## src/rtl/core/lcse_pkg.sv

```systemverilog
// Shared types, codes and constants of the link cable sync exchange block.
// Used by every module in rtl/core; depends on nothing else.
`timescale 1ns / 1ps

package lcse_pkg;

   typedef enum logic [1:0] {
      SYNC_READY  = 2'd0,
      SYNC_SENT1  = 2'd1,
      SYNC_QUEUED = 2'd2
   } sync_state_type;

   typedef enum logic {
      PHASE_FIRST  = 1'b0,
      PHASE_SECOND = 1'b1
   } phase_type;

   localparam logic [2:0] CMD_SYNC1    = 3'd2;
   localparam logic [2:0] CMD_SYNC2    = 3'd3;
   localparam logic [2:0] CMD_SYNC3    = 3'd4;
   localparam logic [2:0] CMD_RESERVED = 3'd7;

   localparam logic [1:0] ACT_SEND      = 2'd0;
   localparam logic [1:0] ACT_NOTIFY    = 2'd1;
   localparam logic [1:0] ACT_LOCAL_ERR = 2'd2;
   localparam logic [1:0] ACT_PEER_WARN = 2'd3;

   localparam logic [1:0] CSR_HIGH_SPEED   = 2'd0;
   localparam logic [1:0] CSR_DOUBLE_SPEED = 2'd1;
   localparam logic [1:0] CSR_ACTIVE       = 2'd2;

   localparam logic [7:0] HIGH_SPEED_RESET   = 8'd2;
   localparam logic [7:0] DOUBLE_SPEED_RESET = 8'd4;
   localparam logic [7:0] ACTIVE_RESET       = 8'd1;

   localparam logic [7:0] SYNC3_ACK_BYTE = 8'd1;

   typedef struct packed {
      logic [7:0] high_speed;
      logic [7:0] double_speed;
      logic [7:0] active;
   } mask_type;

   typedef struct packed {
      logic [1:0]  action;
      logic [2:0]  command;
      logic [7:0]  byte2;
      logic [7:0]  byte3;
      logic [7:0]  byte4;
      logic [31:0] stamp;
      logic        fast_flag;
      logic        double_flag;
      logic        passive_flag;
   } rsp_type;

   typedef struct packed {
      logic [7:0] byte2;
      logic       fast_flag;
      logic       double_flag;
      logic       passive_flag;
   } notify_type;

   typedef struct packed {
      rsp_type    first;
      logic       has_second;
      notify_type second;
   } job_type;

endpackage

```

## src/rtl/core/lcse_fifo.sv

```systemverilog
// Short job queue between the packet classifier and the result sequencer.
// Depends on lcse_pkg for the job type.
`timescale 1ns / 1ps

module lcse_fifo #(
   parameter int DEPTH = 2
) (
   input  logic              clock,
   input  logic              reset,
   input  logic              push,
   input  lcse_pkg::job_type push_job,
   input  logic              pop,
   output lcse_pkg::job_type head_job,
   output logic              full,
   output logic              empty
);

   localparam int PTR_W = (DEPTH > 2) ? $clog2(DEPTH) : 1;
   localparam int CNT_W = $clog2(DEPTH + 1);
   localparam logic [PTR_W-1:0] LAST_PTR = PTR_W'(DEPTH - 1);
   localparam logic [CNT_W-1:0] FULL_CNT = CNT_W'(DEPTH);

   lcse_pkg::job_type entry_ff [DEPTH];
   logic [PTR_W-1:0] wr_ptr_ff, wr_ptr_in;
   logic [PTR_W-1:0] rd_ptr_ff, rd_ptr_in;
   logic [CNT_W-1:0] count_ff, count_in;

   assign full     = (count_ff == FULL_CNT);
   assign empty    = (count_ff == '0);
   assign head_job = entry_ff[rd_ptr_ff];

   always_comb begin
      wr_ptr_in = wr_ptr_ff;
      rd_ptr_in = rd_ptr_ff;
      count_in  = count_ff;
      if (push) begin
         wr_ptr_in = (wr_ptr_ff == LAST_PTR) ? '0 : wr_ptr_ff + 1'b1;
      end
      if (pop) begin
         rd_ptr_in = (rd_ptr_ff == LAST_PTR) ? '0 : rd_ptr_ff + 1'b1;
      end
      if (push && !pop) begin
         count_in = count_ff + 1'b1;
      end else if (pop && !push) begin
         count_in = count_ff - 1'b1;
      end
   end

   always_ff @(posedge clock) begin
      if (reset) begin
         wr_ptr_ff <= '0;
         rd_ptr_ff <= '0;
         count_ff  <= '0;
      end else begin
         wr_ptr_ff <= wr_ptr_in;
         rd_ptr_ff <= rd_ptr_in;
         count_ff  <= count_in;
      end
   end

   always_ff @(posedge clock) begin
      if (push) begin
         entry_ff[wr_ptr_ff] <= push_job;
      end
   end

endmodule

```

## src/rtl/core/lcse_front.sv

```systemverilog
// Packet classifier: accepts link packets, runs the sync state machine,
// holds the queued SYNC2 and queues jobs for results due. Uses lcse_pkg.
`timescale 1ns / 1ps

module lcse_front (
   input  logic                clock,
   input  logic                reset,
   input  logic                req_valid,
   output logic                req_stall,
   input  logic                req_incoming,
   input  logic [2:0]          req_command,
   input  logic [7:0]          req_byte2,
   input  logic [7:0]          req_byte3,
   input  logic [7:0]          req_byte4,
   input  logic [31:0]         req_stamp,
   input  lcse_pkg::mask_type  masks,
   input  logic                q_full,
   output logic                q_push,
   output lcse_pkg::job_type   q_job
);

   typedef struct packed {
      logic [7:0]  byte2;
      logic [7:0]  byte3;
      logic [7:0]  byte4;
      logic [31:0] stamp;
   } held_type;

   lcse_pkg::sync_state_type state_ff, state_in;
   held_type                 held_ff;
   logic                     hold_we;
   logic                     accept;
   logic                     active_cmd;
   lcse_pkg::notify_type     note;

   assign req_stall  = q_full;
   assign accept     = req_valid && !q_full;
   assign active_cmd = accept && (req_command != lcse_pkg::CMD_RESERVED);

   assign note.byte2        = req_byte2;
   assign note.fast_flag    = |(req_byte3 & masks.high_speed);
   assign note.double_flag  = |(req_byte3 & masks.double_speed);
   assign note.passive_flag = |(req_byte3 & masks.active);

   always_comb begin
      state_in = state_ff;
      if (active_cmd) begin
         unique case (state_ff)
            lcse_pkg::SYNC_SENT1: begin
               if (req_incoming) begin
                  state_in = lcse_pkg::SYNC_READY;
               end
            end
            default: begin
               priority if (state_ff == lcse_pkg::SYNC_QUEUED && req_incoming) begin
                  state_in = (req_command == lcse_pkg::CMD_SYNC1) ?
                             lcse_pkg::SYNC_READY : lcse_pkg::SYNC_QUEUED;
               end else if (!req_incoming && req_command == lcse_pkg::CMD_SYNC2) begin
                  state_in = lcse_pkg::SYNC_QUEUED;
               end else if (!req_incoming && req_command == lcse_pkg::CMD_SYNC1) begin
                  state_in = lcse_pkg::SYNC_SENT1;
               end else begin
                  state_in = lcse_pkg::SYNC_READY;
               end
            end
         endcase
      end
   end

   always_comb begin
      q_push  = 1'b0;
      q_job   = '0;
      hold_we = 1'b0;
      if (active_cmd) begin
         unique case (state_ff)
            lcse_pkg::SYNC_SENT1: begin
               q_push = 1'b1;
               priority if (!req_incoming) begin
                  q_job.first.action = lcse_pkg::ACT_LOCAL_ERR;
               end else if (req_command == lcse_pkg::CMD_SYNC2) begin
                  q_job.first.action       = lcse_pkg::ACT_NOTIFY;
                  q_job.first.byte2        = note.byte2;
                  q_job.first.fast_flag    = note.fast_flag;
                  q_job.first.double_flag  = note.double_flag;
                  q_job.first.passive_flag = note.passive_flag;
               end else if (req_command == lcse_pkg::CMD_SYNC3
                            && req_byte2 == lcse_pkg::SYNC3_ACK_BYTE) begin
                  q_push = 1'b0;
               end else begin
                  q_job.first.action = lcse_pkg::ACT_PEER_WARN;
               end
            end
            default: begin
               priority if (state_ff == lcse_pkg::SYNC_QUEUED && req_incoming
                            && req_command == lcse_pkg::CMD_SYNC1) begin
                  q_push               = 1'b1;
                  q_job.first.action   = lcse_pkg::ACT_SEND;
                  q_job.first.command  = lcse_pkg::CMD_SYNC2;
                  q_job.first.byte2    = held_ff.byte2;
                  q_job.first.byte3    = held_ff.byte3;
                  q_job.first.byte4    = held_ff.byte4;
                  q_job.first.stamp    = held_ff.stamp;
                  q_job.has_second     = 1'b1;
                  q_job.second         = note;
               end else if (!req_incoming) begin
                  if (req_command == lcse_pkg::CMD_SYNC2) begin
                     hold_we = 1'b1;
                  end else begin
                     q_push              = 1'b1;
                     q_job.first.action  = lcse_pkg::ACT_SEND;
                     q_job.first.command = req_command;
                     q_job.first.byte2   = req_byte2;
                     q_job.first.byte3   = req_byte3;
                     q_job.first.byte4   = req_byte4;
                     q_job.first.stamp   = req_stamp;
                  end
               end else if (req_command == lcse_pkg::CMD_SYNC2) begin
                  q_push             = 1'b1;
                  q_job.first.action = lcse_pkg::ACT_PEER_WARN;
               end else if (req_command == lcse_pkg::CMD_SYNC1) begin
                  q_push              = 1'b1;
                  q_job.first.action  = lcse_pkg::ACT_SEND;
                  q_job.first.command = lcse_pkg::CMD_SYNC3;
                  q_job.first.byte2   = lcse_pkg::SYNC3_ACK_BYTE;
                  q_job.has_second    = 1'b1;
                  q_job.second        = note;
               end
            end
         endcase
      end
   end

   always_ff @(posedge clock) begin
      if (reset) begin
         state_ff <= lcse_pkg::SYNC_READY;
      end else begin
         state_ff <= state_in;
      end
   end

   always_ff @(posedge clock) begin
      if (hold_we) begin
         held_ff.byte2 <= req_byte2;
         held_ff.byte3 <= req_byte3;
         held_ff.byte4 <= req_byte4;
         held_ff.stamp <= req_stamp;
      end
   end

endmodule

```

## src/rtl/core/lcse_back.sv

```systemverilog
// Result sequencer: takes jobs from the queue and issues one or two results
// each through a registered output stage. Uses lcse_pkg.
`timescale 1ns / 1ps

module lcse_back (
   input  logic               clock,
   input  logic               reset,
   input  logic               q_empty,
   input  lcse_pkg::job_type  q_job,
   output logic               q_pop,
   output logic               rsp_valid,
   input  logic               rsp_stall,
   output lcse_pkg::rsp_type  rsp,
   output logic               rsp_last
);

   lcse_pkg::phase_type phase_ff, phase_in;
   logic                valid_ff, valid_in;
   lcse_pkg::rsp_type   rsp_ff, rsp_in;
   logic                last_ff, last_in;
   logic                load;
   logic                take;
   lcse_pkg::rsp_type   second_rsp;

   assign load = !valid_ff || !rsp_stall;
   assign take = load && !q_empty;

   always_comb begin
      second_rsp              = '0;
      second_rsp.action       = lcse_pkg::ACT_NOTIFY;
      second_rsp.byte2        = q_job.second.byte2;
      second_rsp.fast_flag    = q_job.second.fast_flag;
      second_rsp.double_flag  = q_job.second.double_flag;
      second_rsp.passive_flag = q_job.second.passive_flag;
   end

   always_comb begin
      phase_in = phase_ff;
      if (take) begin
         unique case (phase_ff)
            lcse_pkg::PHASE_FIRST:
               phase_in = q_job.has_second ? lcse_pkg::PHASE_SECOND : lcse_pkg::PHASE_FIRST;
            lcse_pkg::PHASE_SECOND:
               phase_in = lcse_pkg::PHASE_FIRST;
         endcase
      end
   end

   always_comb begin
      unique case (phase_ff)
         lcse_pkg::PHASE_FIRST: begin
            rsp_in  = q_job.first;
            last_in = !q_job.has_second;
         end
         lcse_pkg::PHASE_SECOND: begin
            rsp_in  = second_rsp;
            last_in = 1'b1;
         end
      endcase
      q_pop    = take && last_in;
      valid_in = take || (valid_ff && rsp_stall);
   end

   always_ff @(posedge clock) begin
      if (reset) begin
         phase_ff <= lcse_pkg::PHASE_FIRST;
         valid_ff <= 1'b0;
      end else begin
         phase_ff <= phase_in;
         valid_ff <= valid_in;
      end
   end

   always_ff @(posedge clock) begin
      if (take) begin
         rsp_ff  <= rsp_in;
         last_ff <= last_in;
      end
   end

   assign rsp_valid = valid_ff;
   assign rsp       = rsp_ff;
   assign rsp_last  = last_ff;

endmodule

```

## src/rtl/core/link_cable_sync_exchange_fsm.sv

```systemverilog
// Top level of the link cable sync exchange block: mask registers, the
// classifier, the job queue and the result sequencer. Uses lcse_pkg.
//
//   Channel  Direction  Handshake             Content
//   req_     in         req_valid/req_stall   one link packet
//   rsp_     out        rsp_valid/rsp_stall   one result, rsp_last on the final one
//   csr_     in         csr_we                mask register write
//
// A packet is classified in the cycle of its transfer; its job then goes through the
// queue and the registered output stage to rsp_. One packet is taken every cycle
// while the queue has room. The sequencer issues one result per cycle while
// rsp_stall is low; a two-result job is popped with its second result. Synchronous
// reset clears the sync state, queue and output stage and loads the mask defaults.
`timescale 1ns / 1ps

module link_cable_sync_exchange_fsm #(
   parameter int QUEUE_DEPTH = 2
) (
   input  logic        clock,
   input  logic        reset,
   input  logic        req_valid,
   output logic        req_stall,
   input  logic        req_incoming,
   input  logic [2:0]  req_command,
   input  logic [7:0]  req_byte2,
   input  logic [7:0]  req_byte3,
   input  logic [7:0]  req_byte4,
   input  logic [31:0] req_stamp,
   output logic        rsp_valid,
   input  logic        rsp_stall,
   output logic [1:0]  rsp_action,
   output logic [2:0]  rsp_out_command,
   output logic [7:0]  rsp_out_byte2,
   output logic [7:0]  rsp_out_byte3,
   output logic [7:0]  rsp_out_byte4,
   output logic [31:0] rsp_out_stamp,
   output logic        rsp_fast_flag,
   output logic        rsp_double_flag,
   output logic        rsp_passive_flag,
   output logic        rsp_last,
   input  logic        csr_we,
   input  logic [1:0]  csr_index,
   input  logic [7:0]  csr_wdata
);

   lcse_pkg::mask_type masks_ff, masks_in;
   lcse_pkg::job_type  push_job;
   lcse_pkg::job_type  head_job;
   lcse_pkg::rsp_type  rsp;
   logic               q_push;
   logic               q_pop;
   logic               q_full;
   logic               q_empty;

   always_comb begin
      masks_in = masks_ff;
      if (csr_we) begin
         unique case (csr_index)
            lcse_pkg::CSR_HIGH_SPEED:   masks_in.high_speed   = csr_wdata;
            lcse_pkg::CSR_DOUBLE_SPEED: masks_in.double_speed = csr_wdata;
            lcse_pkg::CSR_ACTIVE:       masks_in.active       = csr_wdata;
            default:                    masks_in = masks_ff;
         endcase
      end
   end

   always_ff @(posedge clock) begin
      if (reset) begin
         masks_ff.high_speed   <= lcse_pkg::HIGH_SPEED_RESET;
         masks_ff.double_speed <= lcse_pkg::DOUBLE_SPEED_RESET;
         masks_ff.active       <= lcse_pkg::ACTIVE_RESET;
      end else begin
         masks_ff <= masks_in;
      end
   end

   lcse_front u_front (
      .clock        (clock),
      .reset        (reset),
      .req_valid    (req_valid),
      .req_stall    (req_stall),
      .req_incoming (req_incoming),
      .req_command  (req_command),
      .req_byte2    (req_byte2),
      .req_byte3    (req_byte3),
      .req_byte4    (req_byte4),
      .req_stamp    (req_stamp),
      .masks        (masks_ff),
      .q_full       (q_full),
      .q_push       (q_push),
      .q_job        (push_job)
   );

   lcse_fifo #(
      .DEPTH (QUEUE_DEPTH)
   ) u_fifo (
      .clock    (clock),
      .reset    (reset),
      .push     (q_push),
      .push_job (push_job),
      .pop      (q_pop),
      .head_job (head_job),
      .full     (q_full),
      .empty    (q_empty)
   );

   lcse_back u_back (
      .clock     (clock),
      .reset     (reset),
      .q_empty   (q_empty),
      .q_job     (head_job),
      .q_pop     (q_pop),
      .rsp_valid (rsp_valid),
      .rsp_stall (rsp_stall),
      .rsp       (rsp),
      .rsp_last  (rsp_last)
   );

   assign rsp_action       = rsp.action;
   assign rsp_out_command  = rsp.command;
   assign rsp_out_byte2    = rsp.byte2;
   assign rsp_out_byte3    = rsp.byte3;
   assign rsp_out_byte4    = rsp.byte4;
   assign rsp_out_stamp    = rsp.stamp;
   assign rsp_fast_flag    = rsp.fast_flag;
   assign rsp_double_flag  = rsp.double_flag;
   assign rsp_passive_flag = rsp.passive_flag;

`ifndef ASSERT_OFF
   a_first_of_pair_is_send: assert property (@(posedge clock) disable iff (reset)
      rsp_valid && !rsp_last |-> rsp_action == lcse_pkg::ACT_SEND)
      else $error("first of two results is not a send");

   a_pair_follows: assert property (@(posedge clock) disable iff (reset)
      rsp_valid && !rsp_stall && !rsp_last |=> rsp_valid)
      else $error("second result of a pair not issued in the next cycle");

   a_flags_only_on_notify: assert property (@(posedge clock) disable iff (reset)
      rsp_valid && rsp_action != lcse_pkg::ACT_NOTIFY
      |-> !rsp_fast_flag && !rsp_double_flag && !rsp_passive_flag)
      else $error("speed flags set on a result that is not a notify");

   a_error_empty: assert property (@(posedge clock) disable iff (reset)
      rsp_valid && (rsp_action == lcse_pkg::ACT_LOCAL_ERR
                    || rsp_action == lcse_pkg::ACT_PEER_WARN)
      |-> rsp_out_command == 3'd0 && rsp_out_byte2 == 8'd0 && rsp_out_stamp == 32'd0)
      else $error("error result carries packet data");
`endif

endmodule

```

## config.mk

```make
export PLATFORM = sky130hd
export DESIGN_NAME = link_cable_sync_exchange_fsm
export DESIGN_NICKNAME = d
export VERILOG_FILES = /design/src/rtl/core/lcse_pkg.sv /design/src/rtl/core/lcse_fifo.sv /design/src/rtl/core/lcse_front.sv /design/src/rtl/core/lcse_back.sv /design/src/rtl/core/link_cable_sync_exchange_fsm.sv
export SDC_FILE = /design/constraint.sdc
export NUM_CORES = 1
export LEC_CHECK = 0
export BUFFER_PORTS_ARGS = -buffer_cell sky130_fd_sc_hd__buf_2
export CORE_ASPECT_RATIO = 1.5
export CORE_MARGIN = 8
export CORE_UTILIZATION = 40
export CTS_CLUSTER_DIAMETER = 30
export DETAILED_ROUTE_END_ITERATION = 7
export PLACE_DENSITY = 0.56
export SKIP_CTS_REPAIR_TIMING = 1
export SLEW_MARGIN = 5
export SYNTH_ARGS = -nofsm -noshare
export SYNTH_HDL_FRONTEND = slang
export SYNTH_SLANG_ARGS = --single-unit
```

## constraint.sdc

```tcl
create_clock -name clock -period 17.5 [get_ports clock]
set_input_delay 1.75 -clock clock [delete_from_list [all_inputs] [get_ports clock]]
set_output_delay 1.75 -clock clock [all_outputs]
set_load 0.01 [all_outputs]
```

==> impl_summary.txt <==
----------------------------------------------------
[Status]
  Outcome ... finished, final reports clean

[STA]
  Peak Freq ... 276 MHz
  Relative slew slack ... 26.1%
  Setup Skew ... 0.0230 ns
  Final-report hold violation count ... 0
  Final hold slack ... 0.468 ns
  Final worst-path cycle share ... 20.7%
  Least-Margin Pin Slew ... 1.11 ns
  Final count of pins violating max slew ... 0
  Unrepaired setup endpoints after global routing ... false
  Clock period minus worst slack ... 3.63 ns
  # setup viols final ... 0
  Sum of negative setup slack ... 0 ns

[Logic synthesis]
  Dominant cell by count in the synthesized netlist ... sky130_fd_sc_hd__edfxtp_1
  Library cells used by synthesis ... 47
  Number of synthesis warnings ... 0
  Share of synthesized area occupied by flip-flops and latches ... 75.6%
  Number of flops mapped to enable cells by yosys ... 273
  Synthesized instance count ... 737
  Share of flip-flops with an asynchronous set or reset ... 0%
  Share of Yosys cell area claimed by the top area cell type ... 69.9%
  Largest area contributor in the netlist ... sky130_fd_sc_hd__edfxtp_1
  Average footprint of a synthesized cell ... 15.9 µm²
  Most frequently used flop master after synthesis ... sky130_fd_sc_hd__edfxtp_1
  Synthesis-stage register bit count ... 306
  Netlist Area Pre-Place ... 0.0117 mm²
  Most common library cells after synthesis ... 273 x sky130_fd_sc_hd__edfxtp_1, 146 x sky130_fd_sc_hd__nor2_1, 76 x sky130_fd_sc_hd__mux2i_1
  Nets in the synthesized netlist ... 813
  Dominant cells by area after synthesis ... sky130_fd_sc_hd__edfxtp_1 70%, sky130_fd_sc_hd__mux2i_1 6.5%, sky130_fd_sc_hd__dfxtp_1 5.6%, sky130_fd_sc_hd__nor2_1 4.7%, sky130_fd_sc_hd__a22oi_1 4.3%

[Clock network]
  Cell chosen for the clock root ... sky130_fd_sc_hd__clkbuf_16
  Depth of the CTS H-tree ... 2
  TritonCTS clock tree ... yes
  Number of CTS-inserted buffers ... 46
  Buffer depth of the longest clock path ... 3
  Clock Pin Slew Worst Setup and Hold Paths ... 0.05 ns
  Clock insertion delay at the later pin of the skew report ... 0.54 ns
  # clock sinks ... 306

[Critical path]
  Biggest cell delay along the critical path ... 0.71 ns
  Setup slack, reg-to-reg ... 14.66 ns
  Worst path top cell family by delay ... buffers and inverters
  Startpoint type of the worst setup path ... input pin
  Req. time, crit path ... 17.67 ns
  Chain of cells forming the critical path ... buf_2, nand3_1, nand4_1, buf_4, nor2_4, buf_4
  Buffers plus inverters on the worst setup path ... 3
  Type of element capturing the critical path ... register
  Startpoint of the worst register-to-register path ... u_fifo.count_ff[0]
  Most frequent cell on the critical path ... sky130_fd_sc_hd__buf_4
  Endpoint arrival time on the critical path ... 3.80 ns
  Cell with the biggest individual delay on the critical path ... sky130_fd_sc_hd__nor2_4
  Length in cells of the worst reg-to-reg path ... 5
  Crit-path max FO ... 56
  Startpoint of the worst setup timing path ... req_command[0]
  Classification of the worst setup path ... in2reg
  Crit Reg-Reg Endpoint ... u_front.held_ff[52]

[Placed design]
  Routability congestion estimate ... 0.816
  IO buf count ... 141
  Half-perimeter wire length of the detailed placement result ... 15.7 mm
  Instance count after placement with tap cells included ... 1242

[Global route]
  Global-route wire length before repair ... 39.9 mm
  Largest net degree at the start of global routing ... 77
  Number of antenna violations at the first check in global routing ... 0
  Vias in the first global route ... 7145
  Total global-route track usage ... 14.7%
  Aggregate global routing overflow ... 0

[Finish]
  Area added between synthesis and finish ... 22.8%
  Number of antenna repair diodes ... 0
  Area occupied by registers ... 0.00886 mm²
  Total number of nets in the final design ... 971
  Final non-filler cell total ... 1324
  Area of the multi-input gates ... 0.00269 mm²
  Fill cells ... 2509
  Layout cells sized above 1 ... 27.3%

[Power]
  Relative contribution of sequential cells to total power ... 44.0%
  Total design power ... 2.24 mW
  Part of the power in combinational logic ... 15.3%
  Share of total power consumed by net switching ... 26.9%
  Power Internal ... 1.64 mW
  Part of the power in the clock network ... 40.7%
  Peak ir drop on the vdd network ... 0.000189 V
  Static Leakage ... 5.19 nW
  Net switching power ... 0.603 mW
  Cell Pwr Density ... 156 mW/mm²

[Floorplanning]
  Die Footprint ... 0.0352 mm²
  Die boundary height ... 226 µm
  Effective utilization at floorplan ... 40.2%
  Placeable core area ... 0.0292 mm²
  Number of placed I/O pins ... 142
  Chip width ... 156 µm
  Standard-cell row count ... 77

[Route]
  Vias per inst ... 5.06
  Met1 wire length ... 10.5 mm
  Remaining number of nets flagged by the antenna check after routing ... 0
  Post-route DRC violation count ... 0
  Total number of vias ... 6705
  Routed wire length ... 25.8 mm
  Top layer in use ... met4
  Detail-routed net length per standard cell ... 19.5 µm
  First-pass iteration count of the detailed router ... 5
  DR iter-0 viols ... 392
  Total length of routed met2 wires ... 13.2 mm
  Routed length on met3 ... 1.46 mm

[Worst hold path]
  Class of the most critical hold timing path ... reg2reg
  Hold wc startpoint ... masks_ff[10]
  Cells on Worst Hold Path ... 1
  Worst Hold Path EP ... masks_ff[10]

[Run]
  Number of violations of the max-capacitance limit ... 0

----------------------------------------------------
through the flow:
stage                     utilization, %  setup WS, ns  instance area (µm²)
after global routing                49.3         13.73                14400
after detailed placement            44.0         13.27                12800
after floorplan                        -         10.42                11700
after CTS                           49.3         13.83                14400
final                               49.3         13.87                14400
after global placement              44.0         13.34                12800
layer usage:
layer	global-route usage, %	up-vias
met5	0	-
met4	6.06	0
met3	3.18	44
met2	25.5	195
met1	17.4	3324
li1	-	3142
final cells by class:
type                    instances  share of cell area (%)
inverters                       6                   0.156
flip-flops and latches        306                    61.6
multi-input cells             385                    18.7
repair buffers                150                    5.37
clock buffers                  49                    8.22
well taps                     395                    3.43
clock inverters                33                    2.54
layout by cell type (no fill, tap or decap), drive strengths merged, types with 2 or more instances in the layout:
master / instances
nor4: 2
a211o: 4
a21oi: 8
and4: 3
bufinv: 5
nand2b: 3
a211oi: 2
o21ai: 7
nor2b: 4
edfxtp: 273
nand3b: 2
clkbuf: 49
nand3: 6
clkinv: 9
mux2i: 76
xor2: 3
nor3: 6
nor3b: 2
nor2: 147
nand2: 4
and2: 10
buf: 150
dfxtp: 33
and4bb: 2
or3: 2
clkinvlp: 6
mux4: 11
a22oi: 67
inv: 19
flip-flops by register name (all words and copies together) (netlist names), named ones only:
register,count
u_fifo.wr_ptr_ff,1
u_fifo.count_ff,2
u_back.phase_ff,1
u_fifo.entry_ff,152
masks_ff,24
u_front.held_ff,56
u_front.state_ff,2
u_back.rsp_last,1
u_fifo.rd_ptr_ff,1
u_back.rsp,64
u_back.rsp_valid,1
logic make-up after synthesis:
kind of cell    Yosys count  synth area share [%]
buf+inv                  46                  1.80
fa+ha+maj                 1                 0.107
compound gates           94                  5.79
simple gates            199                  7.80
mux                      88                  8.70
xor+xnor                  3                 0.224
flops                   306                  75.6
how the worst max path moves through the flow:
| stage | endpoint | depth (start not counted) |
|---|---|---|
| 3_3_place_gp | u_front.held_ff[52] | 6 |
| 5_1_grt | u_front.held_ff[52] | 6 |
| 3_5_place_dp | u_front.held_ff[53] | 6 |
| 4_1_cts | u_front.held_ff[52] | 6 |
| 6_report | u_front.held_ff[52] | 6 |
| 2_1_floorplan | u_fifo.count_ff[1] | 5 |
power by group through the flow:
stage	registers [mW]	clock network (mW)	logic (mW)
floorplan	1.02	0	0.184
global placement	1.00	0	0.348
detailed placement	1.00	0	0.353
CTS	0.989	0.932	0.354
global route	0.995	0.959	0.379
finish	0.986	0.912	0.342
Note: power is estimated with default switching activity, not from simulation.
